==> config.mk <==
export PLATFORM = sky130hd
export DESIGN_NAME = psb_div
export DESIGN_NICKNAME = d
export VERILOG_FILES = /design/src/design/psb_pkg.sv /design/src/design/psb_div.sv
export SDC_FILE = /design/constraint.sdc
export NUM_CORES = 1
export LEC_CHECK = 0
export ABC_AREA = 0
export BUFFER_PORTS_ARGS = -buffer_cell sky130_fd_sc_hd__buf_2
export CORE_ASPECT_RATIO = 0.5
export CORE_MARGIN = 2
export CORE_UTILIZATION = 50
export CTS_BUF_LIST = sky130_fd_sc_hd__clkbuf_2
export DETAILED_ROUTE_END_ITERATION = 12
export GPL_ROUTABILITY_DRIVEN = 0
export HOLD_SLACK_MARGIN = 0.06
export PLACE_DENSITY = 0.82
export SLEW_MARGIN = 25
export SYNTH_ARGS = -nofsm -noshare
export SYNTH_HDL_FRONTEND = slang
export SYNTH_SLANG_ARGS = --single-unit
==> constraint.sdc <==
create_clock -name clk_i -period 2.7 [get_ports clk_i]
set_clock_uncertainty 0.1 [all_clocks]
set_input_delay 0.135 -clock clk_i [delete_from_list [all_inputs] [get_ports clk_i]]
set_output_delay 0.135 -clock clk_i [all_outputs]
set_load 0.03 [all_outputs]
==> src/design/psb_pkg.sv <==
// ---------------------------------------------------------------------------
// psb_pkg
// Shared constants, codes and types for the scaled palette blitter.
// ---------------------------------------------------------------------------
package psb_pkg;

  localparam int unsigned MaxSourceDim  = 512;
  localparam int unsigned ScreenColumns = 320;
  localparam int unsigned ScreenRows    = 240;
  localparam int unsigned MapAw         = $clog2(MaxSourceDim);

  typedef enum logic [2:0] {
    ACT_PALETTE = 3'd0,
    ACT_BUILD   = 3'd1,
    ACT_START   = 3'd2,
    ACT_PIXEL   = 3'd3,
    ACT_END     = 3'd4
  } action_e;

  typedef enum logic [2:0] {
    KIND_WRITE    = 3'd0,
    KIND_RECT     = 3'd1,
    KIND_NOCHANGE = 3'd2,
    KIND_BUILT    = 3'd3,
    KIND_REJECT   = 3'd4
  } kind_e;

  typedef enum logic [1:0] {
    REG_SRC_W = 2'd0,
    REG_SRC_H = 2'd1
  } reg_e;

  // Sequential divider request/response.
  typedef struct packed {
    logic        start;
    logic [31:0] num;
    logic [12:0] den;
  } div_req_t;

  typedef struct packed {
    logic        done;
    logic [31:0] quo;
  } div_rsp_t;

endpackage

==> src/design/psb_div.sv <==
// ---------------------------------------------------------------------------
// psb_div
// Restoring divider, one quotient bit per cycle.
// ---------------------------------------------------------------------------
module psb_div import psb_pkg::*; (
  input  logic     clk_i,
  input  logic     rst_ni,
  input  div_req_t req_i,
  output div_rsp_t rsp_o
);

  logic [31:0] quo_q, quo_d;
  logic [13:0] rem_q, rem_d;
  logic [12:0] den_q, den_d;
  logic [5:0]  cnt_q, cnt_d;
  logic        busy_q, busy_d, done_q, done_d;
  logic [13:0] trial;

  always_comb begin
    quo_d  = quo_q;
    rem_d  = rem_q;
    den_d  = den_q;
    cnt_d  = cnt_q;
    busy_d = busy_q;
    done_d = 1'b0;
    trial  = {rem_q[12:0], quo_q[31]};
    if (req_i.start) begin
      quo_d  = req_i.num;
      rem_d  = '0;
      den_d  = req_i.den;
      cnt_d  = 6'd32;
      busy_d = 1'b1;
    end else if (busy_q) begin
      if (trial >= {1'b0, den_q}) begin
        rem_d = trial - {1'b0, den_q};
        quo_d = {quo_q[30:0], 1'b1};
      end else begin
        rem_d = trial;
        quo_d = {quo_q[30:0], 1'b0};
      end
      cnt_d = cnt_q - 6'd1;
      if (cnt_q == 6'd1) begin
        busy_d = 1'b0;
        done_d = 1'b1;
      end
    end
  end

  always_ff @(posedge clk_i or negedge rst_ni) begin
    if (!rst_ni) begin
      busy_q <= 1'b0;
      done_q <= 1'b0;
      cnt_q  <= '0;
    end else begin
      busy_q <= busy_d;
      done_q <= done_d;
      cnt_q  <= cnt_d;
    end
  end

  always_ff @(posedge clk_i) begin
    quo_q <= quo_d;
    rem_q <= rem_d;
    den_q <= den_d;
  end

  assign rsp_o.done = done_q;
  assign rsp_o.quo  = quo_q;

endmodule
# Word-level counts from Yosys, hierarchy flattened
# Cells that the tools add are included.
dict set report totals {
  inputBits 48
  out_inout_bits 33
  wordCells 23
  register_bits 66
}
dict set report op_classes {
  mux 12
  magnitude_cmp 1
  n_reduce_logical 1
  n_eq_ne 1
  add_sub_neg 2
}
# cell n
set op_table {}
lappend op_table {{$mux 32} 2}
lappend op_table {{$ge 14x13->1} 1}
lappend op_table {{$mux 13} 1}
lappend op_table {{$sub 13x13->13} 1}
lappend op_table {{$mux 6} 2}
lappend op_table {{$mux 1} 7}
lappend op_table {{$eq 6x1->1 const B} 1}
lappend op_table {{$sub 6x1->6 const B} 1}
lappend op_table {{$reduce_bool 2->1} 1}

# Longest topological paths before layout
# Gate-level depths: netlist (run 1).
dict set report depth {
  word_depth 4
  depth_mapped 11
  depth_no_buf 10
}

# Worst setup path before layout (run 1)
# Ideal clock, no wire load.
dict set report synth_timing {
  path_kind {register to register}
  from {register quo_q[31]}
  to {register quo_q[0] (data pin)}
  t_required_ns 2.340
  n_path_buf 1
  path_stages_with_launch 11
  setup_slack_ns -0.009
  arrival_ns 2.349
  setup_ns 0.260
  period_less_slack_ns 2.709
  path_cell_list {edfxtp_1 > inv_1 > ha_1 > inv_1 > fa_1 > a211oi_2 > o31ai_4 > nand4_2 > a21oi_4 > buf_8 > mux2_2}
}
dict set report synth_via {
  elab_chain_len 4
}
# element line_no
set synth_rtl {}
lappend synth_rtl {{start: declaration} psb_div.sv:12} ;# logic [31:0] quo_q, quo_d;
lappend synth_rtl {{start signal: assignment} psb_div.sv:62} ;# quo_q <= quo_d;
lappend synth_rtl {{$ge 14x13->1} psb_div.sv:34} ;# if (trial >= {1'b0, den_q}) begin
lappend synth_rtl {{$mux 1} psb_div.sv:34}
lappend synth_rtl {{$mux 32} psb_div.sv:33} ;# end else if (busy_q) begin
lappend synth_rtl {{$mux 32} psb_div.sv:27} ;# if (req_i.start) begin
lappend synth_rtl {{net quo_d[0]} psb_div.sv:12}
# The timed path passes the listed nets, and every way through them passes these cells. The select of a mux whose other input is x is not followed.
# A chain may end at the register's enable or synchronous reset.

# Worst setup path in the final report (run 1)
dict set report layout_timing {
  from {register quo_q[31]}
  to {register rem_q[12]}
}
dict set report layout_via {
  elab_chain_len 2
  elab_cells_between_ends 3
  cone_classes {add/sub (1); order compare (1); mux (1)}
}
# element line_no
set layout_rtl {}
lappend layout_rtl {{$sub 13x13->13 or $ge 14x13->1 (tied branches)} {psb_div.sv:35, psb_div.sv:34}}
lappend layout_rtl {{$mux 13 (*)} psb_div.sv:34}
lappend layout_rtl {{end signal: assignment} psb_div.sv:63} ;# rem_q <= rem_d;
lappend layout_rtl {{end: declaration} psb_div.sv:13} ;# logic [13:0] rem_q, rem_d;
# Mark *: on every way between the ends. The rest lies on a longest branch, timed or not.

==> results.md, run 1 <==
- Total global-route track usage: about 23%
- Count leader, synth: edfxtp_1
- Routed wire length: between 8000 and 9000 um
- Hold Path Class: in2reg
- Initial Util: between 50% and 60%
- Setup violators final: 0
- 1st-iter DRT viols: 144
- Final ANT Viol Nets: 0
- Port bufs: 80
- Number of antenna violations at the first check in global routing: 0
- Worst-Skew Late Latency: ~0.52 ns
- Max clock buf depth: 2
- Fin crit share: between 90 and 100%
- Area leader, netlist: edfxtp_1
- Hold Slack: 0.232 ns
- Seq/Total Area, Yosys: approximately 50%
- Final nets: 494
- Crit path capture type: flop
- Io pins: between 80 and 90
- Dpl hpwl: between 5000 and 6000 um
- Antenna Cells: 0
- # rows: 21
- PD cells: 760 nW/um^2
- Final hold viol count: 0
- CTS tree: yes
- Clock Pin Slew Worst Setup and Hold Paths: 0.16 ns
- Vias: 2,847
- Achievable frequency: 388 MHz
- Post-route insts no fill: 526
- Clk sink count: 66
- Critical path launch point type: flop
- Final Core Density: 68.6%
- Top post-synthesis cells by area: edfxtp_1, mux2_2, dfxtp_1, dfrtp_1, ha_1
- Relative slew slack: 65.2%
- Area growth, synth to finish: 31.7%
- Cells after Synth: 294
- Vias in the first global route: 2,943
- Congestion Overflow GR: 0
- Met1 usage in global routing: 25.9%
- Yosys reg bits: 66
- Average size of a mapped cell: 12.0 um^2
- WHS Path Cells: 2
- Crit-path max FO: 5
- Status: completed
- Crit path DAT: 2.94 ns
- Setup TNS: 0 ns
- Leak: 2.00 nW
- Met3 Usage GRT: under 10%
- Worst-margin pin slew: 0.515 ns
- Top FF cell, synth: edfxtp_1
- Post-Syn Nets: 358
- Post-synth top cells: edfxtp_1, mux2_2, nor2_1
- First-pass GRT wire length: 13,500 um
- Fillcell total: 436
- DR WL/cell: 15.9 um
- Setup Crit Path Kind: reg2reg
- Die area: between 7000 and 8000 um^2
- Layout cells sized above 1: a little over a third
- Remaining DRCs: 0
- Critical Path RT: 3.06 ns
- Pre-antenna DRT Iters: 4
- Total CTS buffers: 9
- Worst vdd ir: just over 0.0005 V
- Period minus WS final: 2.58 ns
- Max_cap viols: 0
- Root buf cell: clkbuf_2
- Post-synth EDFFs: 45
- Top cell type's share of synthesized area: 38.4%
- Synth unique cells: 53
- Die span in y: 63.3 um
- Core area: 6750 um^2
- Synth Warn #: 0
- Total chip power: 3.52 mW
- Cell depth of the worst flop-to-flop path: 11
- Fin. max-slew vios: 0
- M2 GR Usage: a little under two fifths
- Post-synthesis async set-or-reset flop share: 12.1%
- GR peak layer: met2
- Post-Syn Area: 3520 um^2
- Largest net degree at the start of global routing: 33
- H-tree depth: 3
- Die width: between 100 and 150 um
- Cell count after placement: 458
- Vias per Instance: 5.41
[per-layer routing]
metal	vias up	wire [um]
met5	-	0
met4	0	210
met3	22	508
met2	107	4160
met1	1374	3510
li1	1344	-
[flip-flops by register name, summed over array words and instances, names as in the netlist]
signal	cells
quo_q	32
den_q	13
rem_q	13
cnt_q	6
busy_q	1
done_q	1
[cells in the final DEF (no fill, tap or decap), types with 2 or more instances in the layout]
cell type       n
edfxtp_1       45
dfxtp_1        13
ha_1           14
nand3_1         8
o311ai_0        2
mux2_2         33
dlygate4sd3_1  48
or3_2           2
mux2i_1        10
inv_1          20
nand2_1        15
xor2_1          7
xnor2_1         5
buf_4          11
dfrtp_1         8
o211ai_1        2
o21a_1          2
nor2_1         27
nand3b_1        2
o21ai_0         5
clkbuf_2       12
a21oi_1         9
a211oi_1        8
nor3_1          5
nand4_1         4
buf_2          80
nand2b_1        5
[worst max-delay path, cell delays in order, from the launching register on]
cell	delay, ns
edfxtp_1	0.43
inv_2	0.10
ha_4	0.13
inv_1	0.05
fa_2	0.39
a211oi_4	0.33
o31ai_4	0.13
nand4_2	0.12
a21oi_4	0.09
buf_6	0.14
or3_2	0.43
nand3_1	0.09
[kinds of logic after synthesis]
kind of cell             after synthesis  share of synthesized area [%]
XOR/XNOR                              13                           3.24
buffers and inverters                 36                           5.41
AO/OA/AOI/OAI                         41                           9.07
adder cells (fa/ha/maj)               16                           5.91
flip-flops                            66                           51.5
AND/OR/NAND/NOR                       78                           11.2
multiplexers                          44                           13.7
[area by class of cell]
class	count	area, um^2	area share [%]
flip-flops and latches	66	1810	39.1
multi-input cells	192	1550	33.4
repair buffers	140	975	21.0
well taps	92	115	2.49
inverters	21	78.8	1.70
clock buffers	12	60.1	1.30
clock inverters	3	42.5	0.918
[report_power, final]
part           internal, mW  switching, mW  leakage (nW)  total (mW)
logic                 0.673          0.848          1.26        1.52
registers              1.29          0.145         0.670        1.44
clock network         0.219          0.343        0.0680       0.562
[metrics by stage]
stage | setup WS (ns) | area, um^2
after floorplan | 0.0263 | 3520
after detailed placement | -0.0483 | 3970
after global placement | 0.162 | 3970
after global routing | -0.00602 | 4630
final | 0.121 | 4630
after CTS | 0.0674 | 4590
[final timing paths]
check / slack (ns) / end / startpoint
hold reg to reg: 0.41 / rem_q[9]$_SDFFE_PP0P_ / rem_q[9]$_SDFFE_PP0P_
min in group asynchronous: 0.48 / cnt_q[4]$_DFFE_PN0P_ / rst_ni
setup reg to reg: 0.12 / rem_q[12]$_SDFFE_PP0P_ / quo_q[31]$_DFFE_PP_
max in group asynchronous: 1.72 / cnt_q[5]$_DFFE_PN0P_ / rst_ni
hold / removal: 0.23 / den_q[11]$_DFFE_PP_ / req_i[11]
setup / recovery: 0.12 / rem_q[12]$_SDFFE_PP0P_ / quo_q[31]$_DFFE_PP_
[timing repair]
| item | CTS | global route |
|---|---|---|
| gates resized for setup | 2 | 6 |
| endpoints found under the setup margin | 4 | 5 |
| setup buffers | 3 | 2 |
| pin swaps | 1 | 6 |
| hold endpoints to repair | 64 | 0 |
| hold buffers | 48 | 0 |
(Power assumes the default switching activity.)
==> run 2: changes to the inputs <==
--- a/config.mk
+++ b/config.mk
@@ -8,7 +8,7 @@
 export ABC_AREA = 0
 export BUFFER_PORTS_ARGS = -buffer_cell sky130_fd_sc_hd__buf_2
 export CORE_ASPECT_RATIO = 0.5
-export CORE_MARGIN = 2
+export CORE_MARGIN = 1.5
 export CORE_UTILIZATION = 50
 export CTS_BUF_LIST = sky130_fd_sc_hd__clkbuf_2
 export DETAILED_ROUTE_END_ITERATION = 12
==> constraint.sdc (replaced) <==
create_clock -name clk_i -period 2.4 [get_ports clk_i]
set_clock_uncertainty 0.1 [all_clocks]
set_input_delay 0.12 -clock clk_i [delete_from_list [all_inputs] [get_ports clk_i]]
set_output_delay 0.12 -clock clk_i [all_outputs]
set_load 0.03 [all_outputs]
==> run 2 against run 1 <==
The flow now finishes with violations (negative setup slack). Clock power about the same. Wire length grew 7.4%. Setup slack got worse by 0.24 ns. Flip-flop and latch count unchanged. Register-to-register slack worse by 0.24 ns. Via count rose by 3.9%.
==> results.md, run 2 (synthesis results as in run 1) <==
- Status: complete, but fails checks
- Violated checks: negative setup slack
- First-pass GRT wire length: 14,300 um (+5.6%)
- Initial Util: 52.1% (unchanged)
- 1st-iter DRT viols: 197 (+37%)
- Largest registers: quo_q (32), den_q (13), rem_q (13)
- # rows: 21 (unchanged)
- Antenna Cells: 0 (unchanged)
- Final nets: 511 (+3.4%)
- Cell count after placement: 470 (+2.6%)
- H-tree depth: 3 (unchanged)
- Clk sink count: 66 (unchanged)
- Core area: 6750 um^2 (unchanged)
- Period minus WS final: 2.52 ns (-0.0644 ns)
- Remaining DRCs: 0 (unchanged)
- Hold Slack: 0.139 ns (-0.0925 ns)
- Worst vdd ir: 0.000451 V (-13%)
- Final hold viol count: 0 (unchanged)
- Vias per Instance: 5.44 (+0.43%)
- CP max stage delay: 0.46 ns (+0.03 ns)
- Total global-route track usage: 24.7% (+1.7 points)
- Die width: 122 um (-0.82%)
- Area growth, synth to finish: 36.8%
- Setup Crit Path Kind: reg2reg
- Commonest non-fill, non-tap cell in the layout: buf_2
- CP max-delay cell: edfxtp_1
- Die area: 7580 um^2 (-2.4%)
- Largest register FFs: 32 (unchanged)
- Critical path launch point type: flop
- Relative slew slack: 53.5% (-12 points)
- Internal Power: 2.49 mW (+14%)
- Crit path DAT: 2.89 ns (-0.05 ns)
- Post-route insts no fill: 544 (+3.4%)
- Crit-path max FO: 6 (+1)
- Routed wire length: 9000 um (+7.4%)
- RSZ-0062 raised after global routing: yes
- CP top delay family: compound AO/OA/AOI/OAI gates
- CP most frequent cell: inv_2
- Critical Path RT: 2.77 ns (-0.29 ns)
- Leak: 2.08 nW (+4.1%)
- Largest net degree at the start of global routing: 33 (unchanged)
- Reg with most FFs: quo_q
- Worst-margin pin slew: 0.692 ns (+0.177 ns)
- Die span in y: 62.3 um (-1.6%)
- PD cells: 860 nW/um^2 (+13%)
- Hold Path Class: in2reg
- CTS tree: yes
- Total CTS buffers: 9 (unchanged)
- Crit path capture type: flop
- Clock Pin Slew Worst Setup and Hold Paths: 0.22 ns (+0.06 ns)
- Dpl hpwl: 5360 um (+4.4%)
- Gate power share: 47.3% (+4.1 points)
- Crit path buf inv count: 3 (unchanged)
- Layout cells sized above 1: 39.2% (+3.0 points)
- DR WL/cell: 16.6 um (+3.8%)
- Achievable frequency: 398 MHz (+2.6%)
- Max_cap viols: 0 (unchanged)
- P_sw: 1.65 mW (+23%)
- Final Core Density: 71.2% (+2.6 points)
- Io pins: 81 (unchanged)
- Fin. max-slew vios: 0 (unchanged)
- Final ANT Viol Nets: 0 (unchanged)
- Commonest cells after routing, fill and taps aside: buf_2, dlygate4sd3_1, edfxtp_1
- Setup violators final: 12 (+12)
- Worst slack at placement: -0.0831 ns (-0.0349 ns)
- Pre-antenna DRT Iters: 5 (+1)
- Final worst setup slack: -0.115 ns (-0.236 ns)
- Total chip power: 4.14 mW (+18%)
- Cell Chain, Critical Path: inv_2, ha_4, inv_2, fa_2, a211oi_4, o31ai_4, nand4_4, a21oi_4, buf_12, mux2i_1, a211oi_1
- Number of antenna violations at the first check in global routing: 0 (unchanged)
- Share of power burned in registers: 39.1% (-1.7 points)
- Congestion Overflow GR: 0 (unchanged)
- Max clock buf depth: 2 (unchanged)
- Clock share of power: 13.6% (-2.4 points)
- Sw Share: 39.9% (+1.9 points)
- Worst-Skew Late Latency: 0.57 ns (+0.05 ns)
- Vias: 2,957 (+3.9%)
- Vias in the first global route: 3,007 (+2.2%)
- Fin crit share: 105% (+9.3 points)
- Port bufs: 80 (unchanged)
- Root buf cell: clkbuf_2
-- run 2: per-stage QoR --
step / TNS [ns] / cell area [um^2]
finish: -0.837 / 4810
global route: -2.47 / 4810
CTS: -0.690 / 4760
detailed placement: -0.643 / 4100
global placement: 0 / 4100
floorplan: -1.38 / 3540
-- run 2: worst paths after layout --
path,startpoint,endpoint,slack (ns),depth (start not counted)
worst min register to register,rem_q[2]$_SDFFE_PP0P_,rem_q[2]$_SDFFE_PP0P_,0.40,2
worst min-delay path,req_i[1],den_q[1]$_DFFE_PP_,0.14,2
worst max-delay path,quo_q[31]$_DFFE_PP_,rem_q[3]$_SDFFE_PP0P_,-0.12,11
min in group asynchronous,rst_ni,done_q$_DFF_PN0_,0.41,3
max in group asynchronous,rst_ni,cnt_q[0]$_DFFE_PN0P_,1.51,3
worst max register to register,quo_q[31]$_DFFE_PP_,rem_q[3]$_SDFFE_PP0P_,-0.12,11
-- run 2: power by group through the flow --
stage,registers (mW),logic (mW),clock network [mW]
finish,1.62,1.96,0.564
detailed placement,1.63,1.69,0
CTS,1.61,1.83,0.581
global placement,1.62,1.62,0
global route,1.65,2.09,0.626
floorplan,1.78,1.06,0
-- run 2: cell type report --
cell class	instances	area, um^2
Multi-Input combinational cell	193	1590
Clock buffer	11	55.1
Tap cell	92	115
Clock inverter	5	31.3
Inverter	21	78.8
Fill cell	431	1940
Timing Repair Buffer	156	1130
Sequential cell	66	1810
-- run 2: timing repair --
action | in CTS | in global routing
endpoints found under the hold margin | 66 | 0
endpoints found under the setup margin | 12 | 14
hold buffers | 48 | 0
setup buffers | 5 | 4
pin swaps | 9 | 17
resized for setup | 6 | 8
gates cloned | 1 | 0
-- run 2: routing by layer --
metal | up-vias | global-route usage, % | routed length, um
met3 | 27 | 9.19 | 653
met4 | 0 | 10.9 | 253
li1 | 1378 | - | -
met5 | - | 0 | 0
met1 | 1423 | 28.5 | 3590
met2 | 129 | 41.3 | 4500
-- run 2: worst reg2reg max path: stages, from the launching register on --
cell	delay, ns
edfxtp_1	0.46
inv_2	0.10
ha_4	0.13
inv_2	0.03
fa_2	0.38
a211oi_4	0.28
o31ai_4	0.12
nand4_4	0.12
a21oi_4	0.12
buf_12	0.19
mux2i_1	0.11
a211oi_1	0.26
==> run 3: changes to the inputs <==
--- a/config.mk
+++ b/config.mk
@@ -6,11 +6,12 @@
 export NUM_CORES = 1
 export LEC_CHECK = 0
 export ABC_AREA = 0
-export BUFFER_PORTS_ARGS = -buffer_cell sky130_fd_sc_hd__buf_2
+export BUFFER_PORTS_ARGS = -buffer_cell sky130_fd_sc_hd__buf_4
 export CORE_ASPECT_RATIO = 0.5
 export CORE_MARGIN = 1.5
 export CORE_UTILIZATION = 50
 export CTS_BUF_LIST = sky130_fd_sc_hd__clkbuf_2
+export CTS_CLUSTER_DIAMETER = 120
 export DETAILED_ROUTE_END_ITERATION = 12
 export GPL_ROUTABILITY_DRIVEN = 0
 export HOLD_SLACK_MARGIN = 0.06
==> run 3 against run 2 <==
The run still ends with negative setup slack left. Via count is 1.4% higher. Final cell count grew 0.18%. Die area unchanged. Setup slack worse by 0.052 ns. Clock-buffer cell count down 1. Non-clock buffer count rose by 1. Combinational power grew 9%. Core utilization up 4.2 points. Wire length grew 8.2%. Sequential share of layout area fell by 2.1 points. Critical path depth shrank 1. Critical path type unchanged.
==> results.md, run 3 (synthesis results as in run 1) <==
- Critical path launch point type: flop
- Worst vdd ir: 0.000480 V (+6.4%)
- Fillcell total: 409 (-5.1%)
- Vias: 2,999 (+1.4%)
- Routed wire length: 9740 um (+8.2%)
- RSZ-0062 raised after global routing: yes
- Reg with most FFs: quo_q
- Port bufs: 80 (unchanged)
- Die span in y: 62.3 um (unchanged)
- Largest register FFs: 32 (unchanged)
- Largest registers: quo_q (32), den_q (13), rem_q (13)
- Pre-antenna DRT Iters: 5 (unchanged)
- 1st-iter DRT viols: 157 (-20%)
- Clk sink count: 66 (unchanged)
- Status: complete, but fails checks
- Remaining DRCs: 0 (unchanged)
- Die area: 7580 um^2 (unchanged)
- Total global-route track usage: 25.8% (+1.1 points)
- Io pins: 81 (unchanged)
- H-tree depth: 3 (unchanged)
- Setup Crit Path Kind: reg2reg
- PD cells: 887 nW/um^2 (+3.1%)
- Root buf cell: clkbuf_2
- Hold Path Class: in2reg
- Crit path DAT: 2.88 ns (about the same)
- Critical Path RT: 2.72 ns (-0.05 ns)
- Congestion Overflow GR: 0 (unchanged)
- Commonest non-fill, non-tap cell in the layout: buf_4
- Vias per Instance: 5.50 (+1.2%)
- Max clock buf depth: 2 (unchanged)
- Final ANT Viol Nets: 0 (unchanged)
- Core area: 6750 um^2 (unchanged)
- Leak: 2.19 nW (+5.2%)
- Dpl hpwl: 5460 um (+1.8%)
- FF/Latch Area: 1810 um^2 (unchanged)
- Final worst setup slack: -0.167 ns (-0.0523 ns)
- Fin. max-slew vios: 0 (unchanged)
- Crit path capture type: flop
- Vias in the first global route: 3,108 (+3.4%)
- Die width: 122 um (unchanged)
- Antenna Cells: 0 (unchanged)
- Worst slack at placement: -0.183 ns (-0.0994 ns)
- Achievable frequency: 389 MHz (-2.0%)
- Layout cells sized above 1: 39.5% (+0.36 points)
- Max_cap viols: 0 (unchanged)
- Area of the multi-input gates: 1610 um^2 (+1.3%)
- Area growth, synth to finish: 44.9%
- Worst-Skew Late Latency: 0.53 ns (-0.04 ns)
- Period minus WS final: 2.57 ns (+0.0523 ns)
- Setup violators final: 14 (+2)
- Relative slew slack: 48.6% (-4.9 points)
- Violated checks: negative setup slack
- Worst-margin pin slew: 0.765 ns (+0.0729 ns)
- # rows: 21 (unchanged)
- Largest net degree at the start of global routing: 39 (+18%)
- CTS tree: yes
- Final hold viol count: 0 (unchanged)
- Commonest cells after routing, fill and taps aside: buf_4, dlygate4sd3_1, edfxtp_1
- First-pass GRT wire length: 14,700 um (+2.9%)
- Final nets: 512 (+0.20%)
- Clock Pin Slew Worst Setup and Hold Paths: 0.19 ns (-0.03 ns)
- Number of antenna violations at the first check in global routing: 0 (unchanged)
- Crit-path max FO: 8 (+2)
- DR WL/cell: 17.9 um (+8.0%)
- Fin crit share: 107% (+2.2 points)
- Hold Slack: 0.199 ns (+0.0597 ns)
- Total CTS buffers: 9 (unchanged)
- Initial Util: 52.1% (unchanged)
## run 3: cell types whose count changed in the layout (fill, tap and decap cells not counted), sizes merged
cell,delta
bufinv,+2
clkbuf,-1
clkinv,+3
inv,-2
buf,+1
clkinvlp,-2
## run 3: path summary, 6_finish.rpt
check                                             from               endpoint  slack (ns)  cells past startpoint
worst max-delay path            rem_q[10]$_SDFFE_PP0P_  rem_q[7]$_SDFFE_PP0P_       -0.17                     10
worst min-delay path                          req_i[0]     den_q[0]$_DFFE_PP_        0.20                      2
worst max register to register  rem_q[10]$_SDFFE_PP0P_  rem_q[7]$_SDFFE_PP0P_       -0.17                     10
worst min register to register   rem_q[2]$_SDFFE_PP0P_  rem_q[2]$_SDFFE_PP0P_        0.41                      2
max in group asynchronous                       rst_ni   cnt_q[0]$_DFFE_PN0P_        1.48                      3
min in group asynchronous                       rst_ni   cnt_q[5]$_DFFE_PN0P_        0.45                      3
## run 3: worst max-delay path, stage by stage, from the launching register on
cell and delay (ns):
dfxtp_1 0.37, ha_1 0.37, buf_4 0.20, nand2_1 0.09, nand3_1 0.16, a311oi_4 0.44, a21oi_4 0.13, buf_12 0.18
buf_6 0.11, mux2i_2 0.21, o21ai_2 0.09
## run 3: metrics by stage
stage	std cells	power (mW)	area [um^2]	utilization (%)	TNS (ns)
3_5_place_dp	470	3.38	4300	63.6	-1.03
6_report	545	4.52	5100	75.5	-1.52
2_1_floorplan	294	2.84	3540	-	-1.38
4_1_cts	539	4.31	5000	74.0	-0.364
3_3_place_gp	470	3.30	4300	63.6	-0.0599
5_1_grt	545	4.74	5100	75.5	-2.68
## run 3: area by class of cell
| cell class | count | area share [%] |
|---|---|---|
| Sequential cell | 66 | 35.6 |
| Clock inverter | 6 | 1.60 |
| Multi-Input combinational cell | 193 | 31.6 |
| Tap cell | 92 | 2.26 |
| Timing Repair Buffer | 157 | 26.4 |
| Inverter | 21 | 1.55 |
| Clock buffer | 10 | 0.982 |
## run 3: report_power, final
group          internal, mW  total (mW)  leakage, nW  switching (mW)
logic                  1.01        2.14         1.43            1.13
registers              1.45        1.63        0.670           0.171
clock network         0.343       0.750       0.0810           0.407
total                  2.81        4.52         2.19            1.71
## run 3: what timing repair did
item | in CTS | in global routing
setup endpoints to repair | 14 | 14
resized for setup | 11 | 8
hold buffers | 48 | 0
buffers inserted | 4 | 6
gates cloned | 1 | 0
pin swaps | 12 | 11
endpoints found under the hold margin | 60 | 0
## run 3: routing by layer
layer / track usage [%] / wire (um) / vias up
li1: - / - / 1383
met1: 28.0 / 3670 / 1451
met2: 45.8 / 5130 / 131
met3: 8.27 / 601 / 34
met4: 12.1 / 336 / 0
met5: 0 / 0 / -
